`src/hdl/base32_stream_encoder_macros.svh`:
```
// Assertion macros shared by the base32 stream encoder modules.
`ifndef BASE32_STREAM_ENCODER_MACROS_SVH
`define BASE32_STREAM_ENCODER_MACROS_SVH

// Same-cycle implication, sampled on clk, off while arst_n is low.
`define B32SE_ASSERT_NOW(name, cond, expr, msg) \
	name: assert property (@(posedge clk) disable iff (!arst_n) (cond) |-> (expr)) \
		else $error(msg);

// Next-cycle implication, sampled on clk, off while arst_n is low.
`define B32SE_ASSERT_NEXT(name, cond, expr, msg) \
	name: assert property (@(posedge clk) disable iff (!arst_n) (cond) |=> (expr)) \
		else $error(msg);

`endif

```
`src/hdl/b32se_pkg.sv`:
```
// Types, constants and helper functions of the base32 stream encoder.
package b32se_pkg;

	localparam int BYTE_W      = 8;
	localparam int CHAR_W      = 7;
	localparam int QUEUE_DEPTH = 2;

	localparam logic [CHAR_W-1:0] CHAR_A   = 7'h41;  // 'A'
	localparam logic [CHAR_W-1:0] CHAR_2   = 7'h32;  // '2'
	localparam logic [CHAR_W-1:0] PAD_CHAR = 7'h3D;  // '='

	// One byte's worth of work: up to three data characters, then padding.
	typedef struct packed {
		logic [2:0][CHAR_W-1:0] chars;
		logic [1:0]             ndata;
		logic [2:0]             npad;
		logic                   fin;
	} job_t;

	typedef struct packed {
		logic full;
		logic empty;
	} qstat_t;

	// Map a 5-bit code onto A-Z, 2-7.
	function automatic logic [CHAR_W-1:0] b32_char(input logic [4:0] idx);
		if (idx < 5'd26) begin
			return CHAR_A + CHAR_W'(idx);
		end else begin
			return CHAR_2 + CHAR_W'(idx - 5'd26);
		end
	endfunction

	// Padding that closes the 8-character group, by position of the final byte.
	function automatic logic [2:0] pad_count(input logic [2:0] pos);
		logic [2:0] n;
		case (pos)
			3'd0:    n = 3'd6;
			3'd1:    n = 3'd4;
			3'd2:    n = 3'd3;
			3'd3:    n = 3'd1;
			default: n = 3'd0;
		endcase
		return n;
	endfunction

endpackage

```
`src/hdl/b32se_if.sv`:
```
// Stream interfaces of the base32 encoder: byte requests in, characters out.
interface b32se_byte_if;
	logic                        valid;
	logic                        ready;
	logic [b32se_pkg::BYTE_W-1:0] data_byte;
	logic                        final_byte;

	modport source (output valid, output data_byte, output final_byte, input ready);
	modport sink (input valid, input data_byte, input final_byte, output ready);
endinterface

interface b32se_char_if;
	logic                        valid;
	logic                        ready;
	logic [b32se_pkg::CHAR_W-1:0] out_char;
	logic                        last_char;

	modport source (output valid, output out_char, output last_char, input ready);
	modport sink (input valid, input out_char, input last_char, output ready);
endinterface

```
`src/hdl/base32_stream_encoder.sv`:
```
// Top level of the streaming base32 encoder.
//
//  channel   | dir | payload                                | role
//  ----------+-----+----------------------------------------+------------------------------
//  byte_in   | in  | data_byte[7:0], final_byte             | one message byte per request
//  char_out  | out | out_char[6:0], last_char               | one base32 or '=' character
//
// A byte request is taken in any cycle the job queue has room, so bytes may come
// back to back. The back end sends one character per cycle from its output
// register while char_out is ready; that single character port sets throughput,
// and a final byte that closes a group also sends its padding through it. The
// first character of a byte passes the job queue and then the output register.
// arst_n clears the bit accumulator, group position, queue and output valid.
// A stall on char_out holds the output register; the queue absorbs QUEUE_DEPTH
// jobs before byte_in.ready drops.
module base32_stream_encoder #(
	parameter int QUEUE_DEPTH = b32se_pkg::QUEUE_DEPTH
) (
	input  logic         clk,
	input  logic         arst_n,
	b32se_byte_if.sink   byte_in,
	b32se_char_if.source char_out
);

	logic              push;
	logic              pop;
	b32se_pkg::job_t   push_job;
	b32se_pkg::job_t   head;
	b32se_pkg::qstat_t qstat;

	// Front: slice each byte into 5-bit codes, decide flush and padding.
	b32se_front u_front (
		.clk      (clk),
		.arst_n   (arst_n),
		.byte_in  (byte_in),
		.qstat    (qstat),
		.push     (push),
		.push_job (push_job)
	);

	// Queue: decouple byte intake from character output.
	b32se_queue #(
		.DEPTH (QUEUE_DEPTH)
	) u_queue (
		.clk      (clk),
		.arst_n   (arst_n),
		.push     (push),
		.push_job (push_job),
		.pop      (pop),
		.head     (head),
		.qstat    (qstat)
	);

	// Back: advance through the head job, one character per cycle while char_out is ready.
	b32se_back u_back (
		.clk      (clk),
		.arst_n   (arst_n),
		.head     (head),
		.qstat    (qstat),
		.pop      (pop),
		.char_out (char_out)
	);

endmodule

```
`src/hdl/b32se_queue.sv`:
```
// Short job queue between the encoder front and back.
`include "base32_stream_encoder_macros.svh"

module b32se_queue #(
	parameter int DEPTH = b32se_pkg::QUEUE_DEPTH
) (
	input  logic              clk,
	input  logic              arst_n,
	input  logic              push,
	input  b32se_pkg::job_t   push_job,
	input  logic              pop,
	output b32se_pkg::job_t   head,
	output b32se_pkg::qstat_t qstat
);

	localparam int PTR_W = $clog2(DEPTH);
	localparam int CNT_W = $clog2(DEPTH + 1);

	b32se_pkg::job_t  mem_q [DEPTH];
	logic [PTR_W-1:0] wr_ptr_q;
	logic [PTR_W-1:0] rd_ptr_q;
	logic [CNT_W-1:0] cnt_q;

	function automatic logic [PTR_W-1:0] wrap_inc(input logic [PTR_W-1:0] p);
		if (p == PTR_W'(DEPTH - 1)) begin
			return '0;
		end else begin
			return p + PTR_W'(1);
		end
	endfunction

	always_ff @(posedge clk) begin
		if (push) begin
			mem_q[wr_ptr_q] <= push_job;
		end
	end

	always_ff @(posedge clk or negedge arst_n) begin
		if (!arst_n) begin
			wr_ptr_q <= '0;
			rd_ptr_q <= '0;
			cnt_q    <= '0;
		end else begin
			if (push) begin
				wr_ptr_q <= wrap_inc(wr_ptr_q);
			end
			if (pop) begin
				rd_ptr_q <= wrap_inc(rd_ptr_q);
			end
			if (push && !pop) begin
				cnt_q <= cnt_q + CNT_W'(1);
			end else if (pop && !push) begin
				cnt_q <= cnt_q - CNT_W'(1);
			end
		end
	end

	assign head        = mem_q[rd_ptr_q];
	assign qstat.full  = (cnt_q == CNT_W'(DEPTH));
	assign qstat.empty = (cnt_q == '0);

	`B32SE_ASSERT_NOW(a_no_overflow, push, !qstat.full, "queue written while full")
	`B32SE_ASSERT_NOW(a_no_underflow, pop, !qstat.empty, "queue read while empty")

endmodule

```
`src/hdl/b32se_front.sv`:
```
// Encoder front: take byte requests, slice the bit accumulator, queue jobs.
`include "base32_stream_encoder_macros.svh"

module b32se_front (
	input  logic              clk,
	input  logic              arst_n,
	b32se_byte_if.sink        byte_in,
	input  b32se_pkg::qstat_t qstat,
	output logic              push,
	output b32se_pkg::job_t   push_job
);

	logic [3:0]  acc_q;   // unemitted low bits, at most four
	logic [2:0]  pend_q;  // how many of acc_q are live, 0..4
	logic [2:0]  pos_q;   // byte position in the 5-byte group

	logic [11:0] acc_w;
	logic [3:0]  pend_w;
	logic        two_w;
	logic [2:0]  sh0_w;
	logic [1:0]  sh1_w;
	logic [2:0]  rem_w;
	logic [4:0]  idx0_w;
	logic [4:0]  idx1_w;
	logic [4:0]  flush_w;
	logic        has_flush_w;
	logic        clear_w;

	assign byte_in.ready = !qstat.full;
	assign push          = byte_in.valid && byte_in.ready;
	assign clear_w       = (acc_q == 4'd0) && (pend_q == 3'd0) && (pos_q == 3'd0);

	always_comb begin
		acc_w       = {acc_q, byte_in.data_byte};
		pend_w      = {1'b0, pend_q} + 4'd8;
		two_w       = (pend_w >= 4'd10);
		sh0_w       = 3'(pend_w - 4'd5);
		sh1_w       = 2'(pend_w - 4'd10);
		rem_w       = two_w ? {1'b0, sh1_w} : sh0_w;
		idx0_w      = 5'(acc_w >> sh0_w);
		idx1_w      = 5'(acc_w >> sh1_w);
		// leftover bits, left-aligned and zero-filled
		flush_w     = acc_w[4:0] << (3'd5 - rem_w);
		has_flush_w = byte_in.final_byte && (rem_w != 3'd0);

		push_job.chars[0] = b32se_pkg::b32_char(idx0_w);
		push_job.chars[1] = b32se_pkg::b32_char(two_w ? idx1_w : flush_w);
		push_job.chars[2] = b32se_pkg::b32_char(flush_w);
		push_job.ndata    = 2'(2'd1 + {1'b0, two_w} + {1'b0, has_flush_w});
		push_job.npad     = byte_in.final_byte ? b32se_pkg::pad_count(pos_q) : 3'd0;
		push_job.fin      = byte_in.final_byte;
	end

	always_ff @(posedge clk or negedge arst_n) begin
		if (!arst_n) begin
			acc_q  <= '0;
			pend_q <= '0;
			pos_q  <= '0;
		end else if (push) begin
			if (byte_in.final_byte) begin
				acc_q  <= '0;
				pend_q <= '0;
				pos_q  <= '0;
			end else begin
				acc_q  <= acc_w[3:0];
				pend_q <= rem_w;
				pos_q  <= (pos_q >= 3'd4) ? 3'd0 : pos_q + 3'd1;
			end
		end
	end

	`B32SE_ASSERT_NEXT(a_final_clears, push && byte_in.final_byte, clear_w, "final byte left state")
	`B32SE_ASSERT_NOW(a_pend_range, 1'b1, pend_q <= 3'd4, "pending bit count out of range")

endmodule

```
`src/hdl/b32se_back.sv`:
```
// Encoder back: walk the head job one character per cycle into the output register, unless stalled.
`include "base32_stream_encoder_macros.svh"

module b32se_back (
	input  logic              clk,
	input  logic              arst_n,
	input  b32se_pkg::job_t   head,
	input  b32se_pkg::qstat_t qstat,
	output logic              pop,
	b32se_char_if.source      char_out
);

	logic [2:0]                   idx_q;
	logic                         out_valid_q;
	logic [b32se_pkg::CHAR_W-1:0] out_char_q;
	logic                         out_last_q;

	logic [3:0]                   total_w;
	logic                         last_w;
	logic                         load_w;
	logic [b32se_pkg::CHAR_W-1:0] char_w;

	always_comb begin
		total_w = 4'({2'b00, head.ndata} + {1'b0, head.npad});
		last_w  = (({1'b0, idx_q} + 4'd1) == total_w);
		load_w  = !out_valid_q || char_out.ready;
		if (idx_q < {1'b0, head.ndata}) begin
			char_w = head.chars[idx_q[1:0]];
		end else begin
			char_w = b32se_pkg::PAD_CHAR;
		end
	end

	assign pop = load_w && !qstat.empty && last_w;

	always_ff @(posedge clk or negedge arst_n) begin
		if (!arst_n) begin
			idx_q       <= '0;
			out_valid_q <= 1'b0;
		end else if (load_w) begin
			out_valid_q <= !qstat.empty;
			if (!qstat.empty) begin
				idx_q <= last_w ? 3'd0 : idx_q + 3'd1;
			end
		end
	end

	always_ff @(posedge clk) begin
		if (load_w && !qstat.empty) begin
			out_char_q <= char_w;
			out_last_q <= head.fin && last_w;
		end
	end

	assign char_out.valid     = out_valid_q;
	assign char_out.out_char  = out_char_q;
	assign char_out.last_char = out_last_q;

	`B32SE_ASSERT_NOW(a_idx_in_job, !qstat.empty, {1'b0, idx_q} < total_w, "index past end of job")

endmodule

```
`src/flat_wrapper.sv`:
```
// flat-port wrapper written by rule: the top's interface ports become plain ports
module base32_stream_encoder_flat 
#(
	parameter int QUEUE_DEPTH = b32se_pkg::QUEUE_DEPTH
)
  (clk, arst_n, byte_in_valid, byte_in_data_byte, byte_in_final_byte, byte_in_ready, char_out_valid, char_out_out_char, char_out_last_char, char_out_ready);
  b32se_byte_if byte_in_i ();
  b32se_char_if char_out_i ();
  input  logic clk;
  input  logic arst_n;
  input wire logic [$bits(byte_in_i.valid)-1:0] byte_in_valid;
  input wire logic [$bits(byte_in_i.data_byte)-1:0] byte_in_data_byte;
  input wire logic [$bits(byte_in_i.final_byte)-1:0] byte_in_final_byte;
  output wire logic [$bits(byte_in_i.ready)-1:0] byte_in_ready;
  output wire logic [$bits(char_out_i.valid)-1:0] char_out_valid;
  output wire logic [$bits(char_out_i.out_char)-1:0] char_out_out_char;
  output wire logic [$bits(char_out_i.last_char)-1:0] char_out_last_char;
  input wire logic [$bits(char_out_i.ready)-1:0] char_out_ready;
  assign byte_in_i.valid = byte_in_valid;
  assign byte_in_i.data_byte = byte_in_data_byte;
  assign byte_in_i.final_byte = byte_in_final_byte;
  assign byte_in_ready = byte_in_i.ready;
  assign char_out_valid = char_out_i.valid;
  assign char_out_out_char = char_out_i.out_char;
  assign char_out_last_char = char_out_i.last_char;
  assign char_out_i.ready = char_out_ready;
  base32_stream_encoder #(.QUEUE_DEPTH(QUEUE_DEPTH)) u_core (.clk(clk), .arst_n(arst_n), .byte_in(byte_in_i), .char_out(char_out_i));
endmodule
```
`config.mk`:
```
export PLATFORM = sky130hd
export DESIGN_NAME = base32_stream_encoder_flat
export DESIGN_NICKNAME = d
export VERILOG_FILES = /design/src/hdl/b32se_pkg.sv /design/src/hdl/b32se_if.sv /design/src/hdl/base32_stream_encoder.sv /design/src/hdl/b32se_queue.sv /design/src/hdl/b32se_front.sv /design/src/hdl/b32se_back.sv /design/src/flat_wrapper.sv
export VERILOG_INCLUDE_DIRS = /design/src /design/src/hdl
export SDC_FILE = /design/constraint.sdc
export NUM_CORES = 1
export LEC_CHECK = 0
export BUFFER_PORTS_ARGS = -buffer_cell sky130_fd_sc_hd__buf_2
export CAP_MARGIN = 20
export CORE_UTILIZATION = 65
export CTS_CLUSTER_DIAMETER = 40
export DETAILED_ROUTE_END_ITERATION = 12
export PLACE_DENSITY = 0.84
export SLEW_MARGIN = 20
export SYNTH_ARGS = -nofsm -noshare
export SYNTH_HDL_FRONTEND = slang
export SYNTH_SLANG_ARGS = --single-unit
```
`constraint.sdc`:
```
create_clock -name clk -period 10.1 [get_ports clk]
set_input_delay 1.515 -clock clk [delete_from_list [all_inputs] [get_ports clk]]
set_output_delay 1.515 -clock clk [all_outputs]
set_load 0.005 [all_outputs]
```
## Word-level counts from Yosys, hierarchy flattened

Memory sizes are Yosys's and may differ from the RTL's.
Index checks and enable logic that the tools add are counted.

- Register bits after elaboration: 26
- RAM bits: 54
- Word-level logic and storage cells: 88
- Memories: 1
- Bits of input ports: 13

Memories:

| memory | depth | bits a word | rd ports | clocked after memory_dff | wr ports | RTL line | text |
|---|---|---|---|---|---|---|---|
| u_core.u_queue.mem_q | 2 | 27 | 1 | 0 | 1 | b32se_queue.sv:19 | `b32se_pkg::job_t mem_q [DEPTH];` |

- Eq/ne operators: 5
- $lt $le $gt $ge: 7
- Multiplexer cells: 20
- Add/sub/neg operators: 23
- Reductions and logical operators: 18
- Shift operators: 3
- Bitwise operators: 1

Operators with widths:

| cell | number |
|---|---|
| $mux W7 | 4 |
| $add A6 B7 Y7 const A | 3 |
| $add A7 B5 Y7 const A | 3 |
| $mux W3 | 6 |
| $sub A5 B5 Y6 const B | 3 |
| $lt A5 B5 Y1 const B | 3 |
| $bmux W7 S2 | 1 |
| $pmux W3 S4 | 1 |
| $shr A12 B2 Y5 | 1 |
| $shr A12 B3 Y5 | 1 |
| $logic_and A1 B1 Y1 | 7 |
| $add A3 B1 Y3 const B | 2 |
| $eq A3 B2 Y1 const B | 2 |
| $logic_not A1 Y1 | 5 |
| $mux W5 | 1 |
| $shl A5 B3 Y5 | 1 |
| $add A2 B3 Y4 | 1 |
| $add A3 B1 Y4 const B | 1 |
| $add A3 B4 Y4 const B | 1 |
| $eq A4 B4 Y1 | 1 |
| $ge A4 B4 Y1 const B | 1 |
| $mux W1 | 4 |
| $mux W2 | 2 |
| $mux W4 | 1 |
| 20 further kinds | 21 |

## Longest topological paths before layout

Gate-level depths: netlist (run 1).

- Word-level depth: 9
- Mapped depth: 14
- Gate-level depth less buffers: 12

## Cells and area by module

Synthesis (run 1) repeated with hierarchy kept, for this count alone.

- Cells, all modules: 406
- Area total of the unflattened synthesis: 4928.5 µm²

Modules (own cells, without submodules):

| module | cells an instance | instances | area each (µm²) |
|---|---|---|---|
| b32se_queue | 100 | 1 | 2234.6 |
| b32se_front | 232 | 1 | 1918.1 |
| b32se_back | 74 | 1 | 775.7 |

## Least setup slack after synthesis (run 1)

Ideal clock, no wire load.

- Kind: reg-to-reg
- Start: register u_core.u_queue.rd_ptr_q
- End: register u_core.u_queue.cnt_q[1]
- Required time: 10021 ps
- Buffers on the path: 2
- Library setup time: 79 ps
- Data arrival time: 3607 ps
- Setup slack: 6413 ps
- Stages on the path, launching flop included: 14
- Cell sequence: dfrtp_1 > buf_1 > clkbuf_1 > mux2_2 > ha_1 > inv_1 > fa_1 > xnor2_1 > nor2_1 > nand4_1 > or2_2 > ha_1 > nor2_1 > xor2_1

- Cells in the longest elaborated chain, start to end: 7
- Elaborated cells on any way between the ends: 9
- Classes of those cells: add/sub (1); eq/ne (1); mux (1); reduce/logical (5); memory (1)

RTL lines:

| item | RTL line | text |
|---|---|---|
| from (decl) | b32se_queue.sv:21 | `logic [PTR_W-1:0] rd_ptr_q;` |
| from (signal assigned) | b32se_queue.sv:48 | `rd_ptr_q <= wrap_inc(rd_ptr_q);` |
| $mem_v2 Z2 W27 (*) | - |  |
| $add A2 B3 Y4 (*) | b32se_back.sv:24 | `total_w = 4'({2'b00, head.ndata} + {1'b0, head.npad});` |
| $eq A4 B4 Y1 (*) | b32se_back.sv:25 | `last_w = (({1'b0, idx_q} + 4'd1) == total_w);` |
| $logic_and A1 B1 Y1 (*) | b32se_back.sv:34 | `assign pop = load_w && !qstat.empty && last_w;` |
| $logic_not A1 Y1 | b32se_queue.sv:50 | `if (push && !pop) begin` |
| $logic_and A1 B1 Y1 | b32se_queue.sv:50 |  |
| $mux W2 or $reduce_bool A2 Y1 (tied branches) | - |  |
| to (signal assigned) | b32se_queue.sv:51 | `cnt_q <= cnt_q + CNT_W'(1);` |
| to (signal assigned) | b32se_queue.sv:53 | `cnt_q <= cnt_q - CNT_W'(1);` |
| to (decl) | b32se_queue.sv:22 | `logic [CNT_W-1:0] cnt_q;` |

Every way passes the cells marked *; elsewhere a longest branch is shown, timed or not.
A chain may end at the register's enable or synchronous reset.

==> summary.txt, run 1 <==
Floorplan
  • Die H: 87.4 um
  • Die area: 0.00764 mm2
  • Core box area: 0.00691 mm2
  • Initial Util: 0.686
  • IO Pins: 23
  • Row cnt: 30
  • Die width: 87.4 um

STA
  • Skew final: 10.7 ps
  • Tmin final: 3930 ps
  • Slew Limit Fails: 0
  • Fmax: 0.255 GHz
  • Tcrit/Tclk final: 0.389
  • Max-slew headroom: 0.502
  • Setup TNS: 0 ps
  • Fin. Hold Viols: 0
  • Setup violators final: 0
  • Worst-Margin Slew: 741 ps
  • RSZ-0062 raised after global routing: no

Synthesis
  • Xor/xnor share of the synthesized area: 0.0359
  • Syn_nets: 442
  • Simple logic cell fraction of the synthesized area: 0.116
  • Adder-Cell Fraction of Synth Area: 0.0623
  • Top post-synthesis cells by area: edfxtp_1, dfrtp_1, ha_1
  • Synth Instances: 406
  • Synth area leader: edfxtp_1
  • Synth top area share: 0.393
  • Largest family of logic cells by synthesized area: multiplexers
  • Post-synthesis sequential area ratio: 0.488
  • Post-synth EDFFs: 62
  • Post-Syn Area: 0.00474 mm2
  • Synth Area in Compound Gates: 0.120
  • Main synth FF type: edfxtp_1
  • Syn_area_per_cell: 11.7 um2
  • Multiplexer share of the synthesized area: 0.139
  • Yosys warning total: 0
  • FF+latch count, synth: 80
  • Post-synthesis cell type count: 65
  • Asr flop ratio synth: 0.225

Critical path
  • FF-to-FF path depth: 10
  • CP max stage cell: dfrtp_1
  • CP Cell Sequence: inv_1 -> ha_1 -> inv_1 -> nor4_1 -> a2111oi_0 -> a21oi_1 -> inv_1 -> ha_1 -> and3_1 -> o22ai_1
  • Setup slack, reg-to-reg: 6180 ps
  • Worst setup EP type: register
  • Crit path kind: register to register
  • CP max stage delay: 780 ps
  • Worst Path Required: 10280 ps
  • Top cell by count, worst path: inv_1
  • Startpoint class of the critical path: register
  • RR Endpoint: u_core.u_queue.mem_q[1][24]$_DFFE_PP_
  • Reg2reg start: u_core.u_front.pend_q[1]$_DFFE_PN0P_
  • CP max FO: 21
  • Worst Path Arrival: 4110 ps

Placement
  • I/O Buffers: 22
  • Placed Cells: 508
  • Dpl hpwl: 6.37 mm
  • GPL Wtd Cong: 0.866

Route
  • Vias: 3208
  • DR WL/cell: 17.4 um
  • # DRC: 0
  • Total Wirelength: 9.12 mm
  • Vias per inst: 6.12
  • Post-route ant nets: 0
  • DR iter-0 viols: 190
  • DRT Pass-1 Iters: 5

CTS
  • Clock-pin slew on the worst setup and hold paths: 90 ps
  • Worst-Skew Late Latency: 360 ps
  • Clock buffer count from CTS: 9
  • Clock Sinks: 80
  • Setup bufs post-CTS: 0
  • CTS tree: done
  • CTS hold repair buffers: 0
  • Clock buffer depth: 2
  • CTS resizes: 0
  • Clk Tree Root Cell: clkbuf_8
  • H-tree levels: 3

GRT
  • Congestion Overflow GR: 0
  • Largest net degree at the start of global routing: 37
  • Vias in the first global route: 3122
  • Initial antenna violation count: 0
  • GRT Util Overall: 0.272
  • First-pass GRT wire length: 15.5 mm

Layout
  • Area delta synth->final: 7.95%
  • Most common cell after layout, fill and taps aside: edfxtp_1
  • Ant diodes: 0
  • Final Non-Filler Cells: 524
  • Core Util, Final: 0.741
  • Share of layout cells above drive strength 1: 0.187
  • Nets: 459
  • Commonest non-fill, non-tap cells in the layout: edfxtp_1, nand2_1, mux2i_1, ha_1, buf_2

Worst hold path
  • Hold Path Depth: 2
  • HP Start: u_core.u_back.char_out.valid$_DFFE_PN0N_
  • Hold Path Class: register to register
  • Worst Hold End: u_core.u_back.char_out.valid$_DFFE_PN0N_

Status
  • Status: complete, no violations

Job
  • Max_cap viols: 0
-- layer usage --
layer  up-vias  share of wire  GRT usage
met3         7          0.045     0.0664
met5         -              0          0
met4         0         0.0088     0.0730
met1      1562           0.45      0.361
li1       1548              -          -
met2        91           0.49      0.450
-- cells by family after synthesis --
family                     count (synthesis)
xor gates and xnor gates                  17
adders and majority gates                 23
muxes                                     50
DFF                                       80
and+or+nand+nor                          111
AOI/OAI and AO/OA                         79
buffers and inverters                     46
-- worst max-delay path, delay by kind of cell, from the launching register on --
kind | cells | cell delay, ps
adders and majority gates | 2 | 1000
DFF | 1 | 780
and+or+nand+nor | 2 | 460
buffers and inverters | 3 | 510
AOI/OAI and AO/OA | 3 | 980
-- cell usage after synthesis (3+ instances only) --
master,count
o31ai_1,8
nand3_1,8
mux2i_1,22
a32o_1,3
a22oi_1,9
xnor2_1,10
o21ai_0,17
edfxtp_1,62
buf_2,10
mux2_2,16
nor2b_1,7
inv_1,21
nand2_1,42
dfrtp_1,18
xor2_1,5
nand2b_1,13
ha_1,22
nor2_1,21
mux4_2,11
clkbuf_1,8
a211oi_1,4
inv_2,3
a21oi_1,12
-- final cells by class --
cell class / instances / area (um2)
clock buffers: 9 / 124
clock inverters: 7 / 80.1
fillers: 485 / 1790
inverters: 27 / 104
multi-input cells: 280 / 2240
flip-flops and latches: 80 / 2310
well taps: 96 / 120
repair buffers: 25 / 133
-- worst max path at each step --
stage,from,end,cells past startpoint
6_report,u_core.u_front.pend_q[1]$_DFFE_PN0P_,u_core.u_queue.mem_q[1][24]$_DFFE_PP_,10
5_1_grt,u_core.u_front.pend_q[1]$_DFFE_PN0P_,u_core.u_queue.mem_q[0][24]$_DFFE_PP_,10
4_1_cts,u_core.u_front.pend_q[1]$_DFFE_PN0P_,u_core.u_queue.mem_q[1][24]$_DFFE_PP_,10
3_5_place_dp,byte_in_data_byte[2],u_core.u_queue.mem_q[0][24]$_DFFE_PP_,9
3_3_place_gp,byte_in_data_byte[0],u_core.u_queue.mem_q[0][17]$_DFFE_PP_,9
2_1_floorplan,u_core.u_queue.rd_ptr_q$_DFFE_PN0P_,u_core.u_queue.cnt_q[1]$_DFFE_PN0P_,13
-- per-stage QoR --
| step | cell area, um2 | setup slack, ps | hold slack [ps] |
|---|---|---|---|
| after floorplan | 4740 | 6410 | 445 |
| after global placement | 4910 | 6360 | 469 |
| after detailed placement | 4910 | 6270 | 480 |
| after CTS | 5110 | 6260 | 500 |
| after global routing | 5120 | 5850 | 537 |
| final | 5120 | 6180 | 495 |
-- flip-flops by register name (all words and copies together), names as in the netlist --
name                              cells
u_core.u_front.pos_q                  3
u_core.u_queue.cnt_q                  2
u_core.u_queue.mem_q                 54
u_core.u_queue.wr_ptr_q               1
u_core.u_back.char_out.out_char       7
u_core.u_front.pend_q                 3
u_core.u_back.char_out.last_char      1
u_core.u_front.acc_q                  4
u_core.u_queue.rd_ptr_q               1
u_core.u_back.char_out.valid          1
u_core.u_back.idx_q                   3
Power of run 1 is not shown: default switching activity piles up to over one toggle a cycle in this logic, so the estimate is an artifact.
==> inputs of run 2 (changes only) <==
- CORE_UTILIZATION: 65 -> 62
- PLACE_DENSITY: 0.84 -> 0.8
- clock period: 10.1 -> 3.88 ns (I/O delays scaled with it)
==> run 2 against run 1 <==
Against the previous run: count of clock-buffer cells in the layout up 2; first-iteration DRC count up 6.3%; non-clock buffer count up 3; highest routed layer unchanged.
==> summary.txt, run 2 (synthesis gave the netlist of run 1 again) <==
STA
  • Tmin final: 3230 ps (-697 ps)
  • Setup slack after layout: 652 ps (-5520 ps)
  • Skew final: 12.0 ps (+1.30 ps)
  • Slew Limit Fails: 0 (unchanged)
  • Tcrit/Tclk final: 0.832 (+0.443)
  • Worst-Margin Slew: 772 ps (+30.5 ps)
  • WHS: 151 ps (-344 ps)
  • Setup TNS: 0 ps (unchanged)
  • Setup violators final: 0 (unchanged)
  • RSZ-0062 raised after global routing: no
  • Fmax: 0.310 GHz (+22%)
  • Fin. Hold Viols: 0 (unchanged)
  • Max-slew headroom: 0.482 (-0.0205)

Job
  • Max_cap viols: 0 (unchanged)

Status
  • Status: complete, no violations

CTS
  • CTS resizes: 0 (unchanged)
  • CTS tree: done
  • Setup bufs post-CTS: 0 (unchanged)
  • Clock buffer depth: 2 (unchanged)
  • CTS hold repair buffers: 0 (unchanged)
  • Clock-pin slew on the worst setup and hold paths: 90 ps (about the same)
  • Clk Tree Root Cell: clkbuf_8
  • Worst-Skew Late Latency: 350 ps (about the same)
  • Clock Sinks: 80 (unchanged)
  • H-tree levels: 3 (unchanged)
  • Clock buffer count from CTS: 9 (unchanged)

Floorplan
  • Row cnt: 31 (+3.3%)
  • Die H: 89.4 um (+2.3%)
  • Die width: 89.4 um (+2.3%)
  • IO Pins: 23 (unchanged)
  • Initial Util: 0.647 (-0.0397)
  • Die area: 0.00800 mm2 (+4.7%)
  • Core box area: 0.00733 mm2 (+6.1%)

GRT
  • Congestion Overflow GR: 0 (unchanged)
  • First-pass GRT wire length: 14.7 mm (-5.2%)
  • Initial antenna violation count: 0 (unchanged)
  • Vias in the first global route: 3059 (-2.0%)
  • Largest net degree at the start of global routing: 36 (-2.7%)
  • GRT Util Overall: 0.253 (-0.0194)

Placement
  • GPL Wtd Cong: 0.912 (+5.4%)
  • Dpl hpwl: 6.37 mm (about the same)
  • I/O Buffers: 22 (unchanged)
  • Dpl ws: 684 ps (-5580 ps)

Layout
  • Most common cell after layout, fill and taps aside: edfxtp_1
  • Share of layout cells above drive strength 1: 0.188 (+0.00102)
  • Area delta synth->final: 9.19%
  • Ant diodes: 0 (unchanged)
  • Nets: 462 (+0.65%)
  • Commonest non-fill, non-tap cells in the layout: edfxtp_1, nand2_1, mux2i_1, ha_1, buf_2
  • Core Util, Final: 0.706 (-0.0348)
  • Largest register FFs: 54 (unchanged)
  • Largest Register: u_core.u_queue.mem_q
  • Final-layout fill cell count: 521 (+7.4%)

Critical path
  • Worst path buffer plus inverter count: 2 (-1)
  • Crit path kind: register to register
  • Worst path top cell family by delay: compound AO/OA/AOI/OAI gates
  • CP Cell Sequence: inv_1 -> ha_1 -> nor2b_1 -> a211oi_1 -> a2111oi_0 -> o21a_1 -> inv_1 -> a211oi_1 -> o32ai_1
  • Worst setup EP type: register
  • CP max stage delay: 640 ps (-140 ps)
  • Worst Path Arrival: 3310 ps (-800 ps)
  • CP max stage cell: ha_1
  • Worst Path Required: 3960 ps (-6320 ps)
  • Startpoint class of the critical path: register
  • CP max FO: 18 (-14%)

Route
  • DRT Pass-1 Iters: 7 (+2)
  • Total Wirelength: 8.99 mm (-1.4%)
  • DR WL/cell: 17.0 um (-2.6%)
  • Post-route ant nets: 0 (unchanged)
  • Vias: 3240 (+1.0%)
  • # DRC: 0 (unchanged)
  • Vias per inst: 6.11 (-0.15%)
  • DR iter-0 viols: 202 (+6.3%)

Worst hold path
  • Hold Path Class: primary input to asynchronous set/reset pin
run 2: final timing paths:
check	startpoint	endpoint	slack, ps	cells after the start
hold reg to reg	u_core.u_front.acc_q[3]$_DFFE_PN0P_	u_core.u_front.acc_q[3]$_DFFE_PN0P_	500	2
max in group asynchronous	arst_n	u_core.u_back.idx_q[0]$_DFFE_PN0P_	3420	1
setup / recovery	u_core.u_front.pend_q[1]$_DFFE_PN0P_	u_core.u_queue.mem_q[1][15]$_DFFE_PP_	650	9
min in group clk	char_out_ready	u_core.u_back.char_out.valid$_DFFE_PN0N_	480	3
hold / removal	arst_n	u_core.u_front.acc_q[2]$_DFFE_PN0P_	150	1
setup reg to reg	u_core.u_front.pend_q[1]$_DFFE_PN0P_	u_core.u_queue.mem_q[1][15]$_DFFE_PP_	650	9
run 2: metal layers:
layer | share of wire | vias up | track usage
met5 | 0 | - | 0
met2 | 0.48 | 93 | 0.407
met3 | 0.048 | 11 | 0.0582
li1 | - | 1550 | -
met4 | 0.014 | 0 | 0.0750
met1 | 0.46 | 1586 | 0.345
run 2: per-stage QoR:
stage / cells / area, um2
2_1_floorplan: 406 / 4740
3_3_place_gp: 514 / 4940
3_5_place_dp: 514 / 4940
4_1_cts: 530 / 5170
5_1_grt: 530 / 5170
6_report: 530 / 5170
run 2: final cells by class:
type	count	area, um2	share of cell area
clock inverter	5	85.1	0.0164
timing repair buffer	28	155	0.0300
tap	99	124	0.0239
sequential	80	2310	0.447
inverter	27	104	0.0201
clock buffer	11	153	0.0295
multi-input combinational	280	2240	0.433
Power of run 2 is left out for the same reason.
==> inputs of run 3 (changes only) <==
- clock period: 3.88 -> 3.05 ns (I/O delays scaled with it)
==> run 3 against run 2 <==
Against the previous run: first-iteration DRC count increased by 19%; via count increased by 1.8%; cell area increased by 1.4%; count of clock-buffer cells in the layout decreased by 2; non-clock buffer count increased by 14; worst setup slack got worse by 500 ps; sequential share of layout area decreased by 0.62 points; die area unchanged; worst hold slack got worse by 120 ps; largest cell class unchanged.
==> summary.txt, run 3 (synthesis gave the netlist of run 1 again) <==
STA
  • Slew Limit Fails: 0 (unchanged)
  • Max-slew headroom: 0.496 (+0.0144)
  • Tcrit/Tclk final: 0.950 (+0.118)
  • RSZ-0062 raised after global routing: no
  • Setup violators final: 0 (unchanged)
  • Fin. Hold Viols: 0 (unchanged)
  • WHS: 33.0 ps (-118 ps)
  • Setup TNS: 0 ps (unchanged)
  • Fmax: 0.345 GHz (+11%)
  • Worst-Margin Slew: 751 ps (-20.9 ps)
  • Skew final: 11.6 ps (-0.326 ps)
  • Tmin final: 2900 ps (-331 ps)

Floorplan
  • Core box area: 0.00733 mm2 (unchanged)
  • Die H: 89.4 um (unchanged)
  • Die area: 0.00800 mm2 (unchanged)
  • Row cnt: 31 (unchanged)
  • Die width: 89.4 um (unchanged)
  • Initial Util: 0.647 (unchanged)
  • IO Pins: 23 (unchanged)

Route
  • Metal2 WL: 4.52 mm (+4.2%)
  • Vias: 3299 (+1.8%)
  • Vias per inst: 6.06 (-0.80%)
  • DR WL/cell: 16.9 um (-0.63%)
  • DR iter-0 viols: 240 (+19%)
  • DRT Pass-1 Iters: 5 (-2)
  • WL met1: 4.14 mm (+1.1%)
  • Total Wirelength: 9.17 mm (+2.0%)
  • Post-route ant nets: 0 (unchanged)
  • Met3 WL: 359 um (-16%)
  • Max layer used: met4
  • # DRC: 0 (unchanged)

Placement
  • Dpl hpwl: 6.60 mm (+3.7%)
  • GPL Wtd Cong: 0.871 (-4.5%)
  • I/O Buffers: 22 (unchanged)

CTS
  • Clk Tree Root Cell: clkbuf_8
  • CTS hold repair buffers: 0 (unchanged)
  • Clock Sinks: 80 (unchanged)
  • H-tree levels: 3 (unchanged)
  • Clock buffer count from CTS: 9 (unchanged)
  • Worst-Skew Late Latency: 350 ps (about the same)
  • Clock buffer depth: 2 (unchanged)
  • Clock-pin slew on the worst setup and hold paths: 90 ps (about the same)
  • CTS tree: done

Critical path
  • Reg2reg start: u_core.u_front.pend_q[0]$_DFFE_PN0P_
  • Startpoint class of the critical path: register
  • Worst setup EP type: register
  • Crit path kind: register to register
  • Worst Path Required: 3190 ps (-770 ps)
  • CP max FO: 10 (-8)
  • Critical path origin: u_core.u_front.pend_q[0]$_DFFE_PN0P_
  • Worst Path Arrival: 3040 ps (-270 ps)

Layout
  • Largest register FFs: 54 (unchanged)
  • Sequential cell area: 0.00231 mm2 (unchanged)
  • Most common cell after layout, fill and taps aside: edfxtp_1
  • Share of layout cells above drive strength 1: 0.218 (+0.0300)
  • Nets: 476 (+3.0%)
  • Commonest non-fill, non-tap cells in the layout: edfxtp_1, nand2_1, mux2i_1, ha_1, buf_2
  • Largest Register: u_core.u_queue.mem_q
  • Area of the multi-input gates: 0.00227 mm2 (+1.1%)
  • Area delta synth->final: 10.7%
  • Final-layout fill cell count: 493 (-5.4%)
  • Ant diodes: 0 (unchanged)

Status
  • Status: complete, no violations

Worst hold path
  • Hold Path Class: primary input to asynchronous set/reset pin

GRT
  • Largest net degree at the start of global routing: 36 (unchanged)
  • Initial antenna violation count: 0 (unchanged)
  • Vias in the first global route: 3190 (+4.3%)
  • Congestion Overflow GR: 0 (unchanged)
  • First-pass GRT wire length: 15.2 mm (+3.4%)
  • GRT Util Overall: 0.258 (+0.00488)

Job
  • Max_cap viols: 0 (unchanged)
run 3: critical path: stages (launching register included):
cell and delay, ps:
dfrtp_1 360, inv_2 60, ha_1 400, or3b_1 400, a32o_1 280, a211oi_4 260
inv_4 100, a21boi_4 290, ha_1 280, a31o_1 170, o31ai_1 90
run 3: per-stage QoR:
stage	instance area [um2]	utilization	worst slack [ps]	instances
after global routing	5250	0.716	1.25	544
after global placement	5040	0.688	148	528
after floorplan	4760	-	4.85	406
final	5250	0.716	153	544
after CTS	5230	0.713	42.9	544
after detailed placement	5040	0.688	59.0	528
run 3: layout make-up:
type,count,area share
Inverter,27,0.0198
Timing Repair Buffer,42,0.0496
Tap cell,99,0.0236
Clock inverter,7,0.0107
Multi-Input combinational cell,280,0.432
Sequential cell,80,0.441
Clock buffer,9,0.0236
run 3: worst paths after layout:
kind,end,slack [ps],cells past startpoint
worst max-delay path,u_core.u_queue.mem_q[1][17]$_DFFE_PP_,150,10
worst min-delay path,u_core.u_queue.cnt_q[0]$_DFFE_PN0P_,30,1
worst max register to register,u_core.u_queue.mem_q[1][17]$_DFFE_PP_,150,10
worst min register to register,u_core.u_front.acc_q[3]$_DFFE_PN0P_,500,2
max in group asynchronous,u_core.u_front.pos_q[1]$_DFFE_PN0P_,2710,1
min in group clk,u_core.u_back.char_out.valid$_DFFE_PN0N_,350,3
run 3: per-layer routing:
layer | vias to the layer above | track usage
met1 | 1616 | 0.343
met4 | 0 | 0.0895
met5 | - | 0
li1 | 1571 | -
met3 | 14 | 0.0480
met2 | 98 | 0.426
run 3: what timing repair did:
action,4_1_cts,5_1_grt
buffers inserted,0,0
resized for setup,0,3
endpoints found under the setup margin,0,12
Power of run 3 is left out for the same reason.
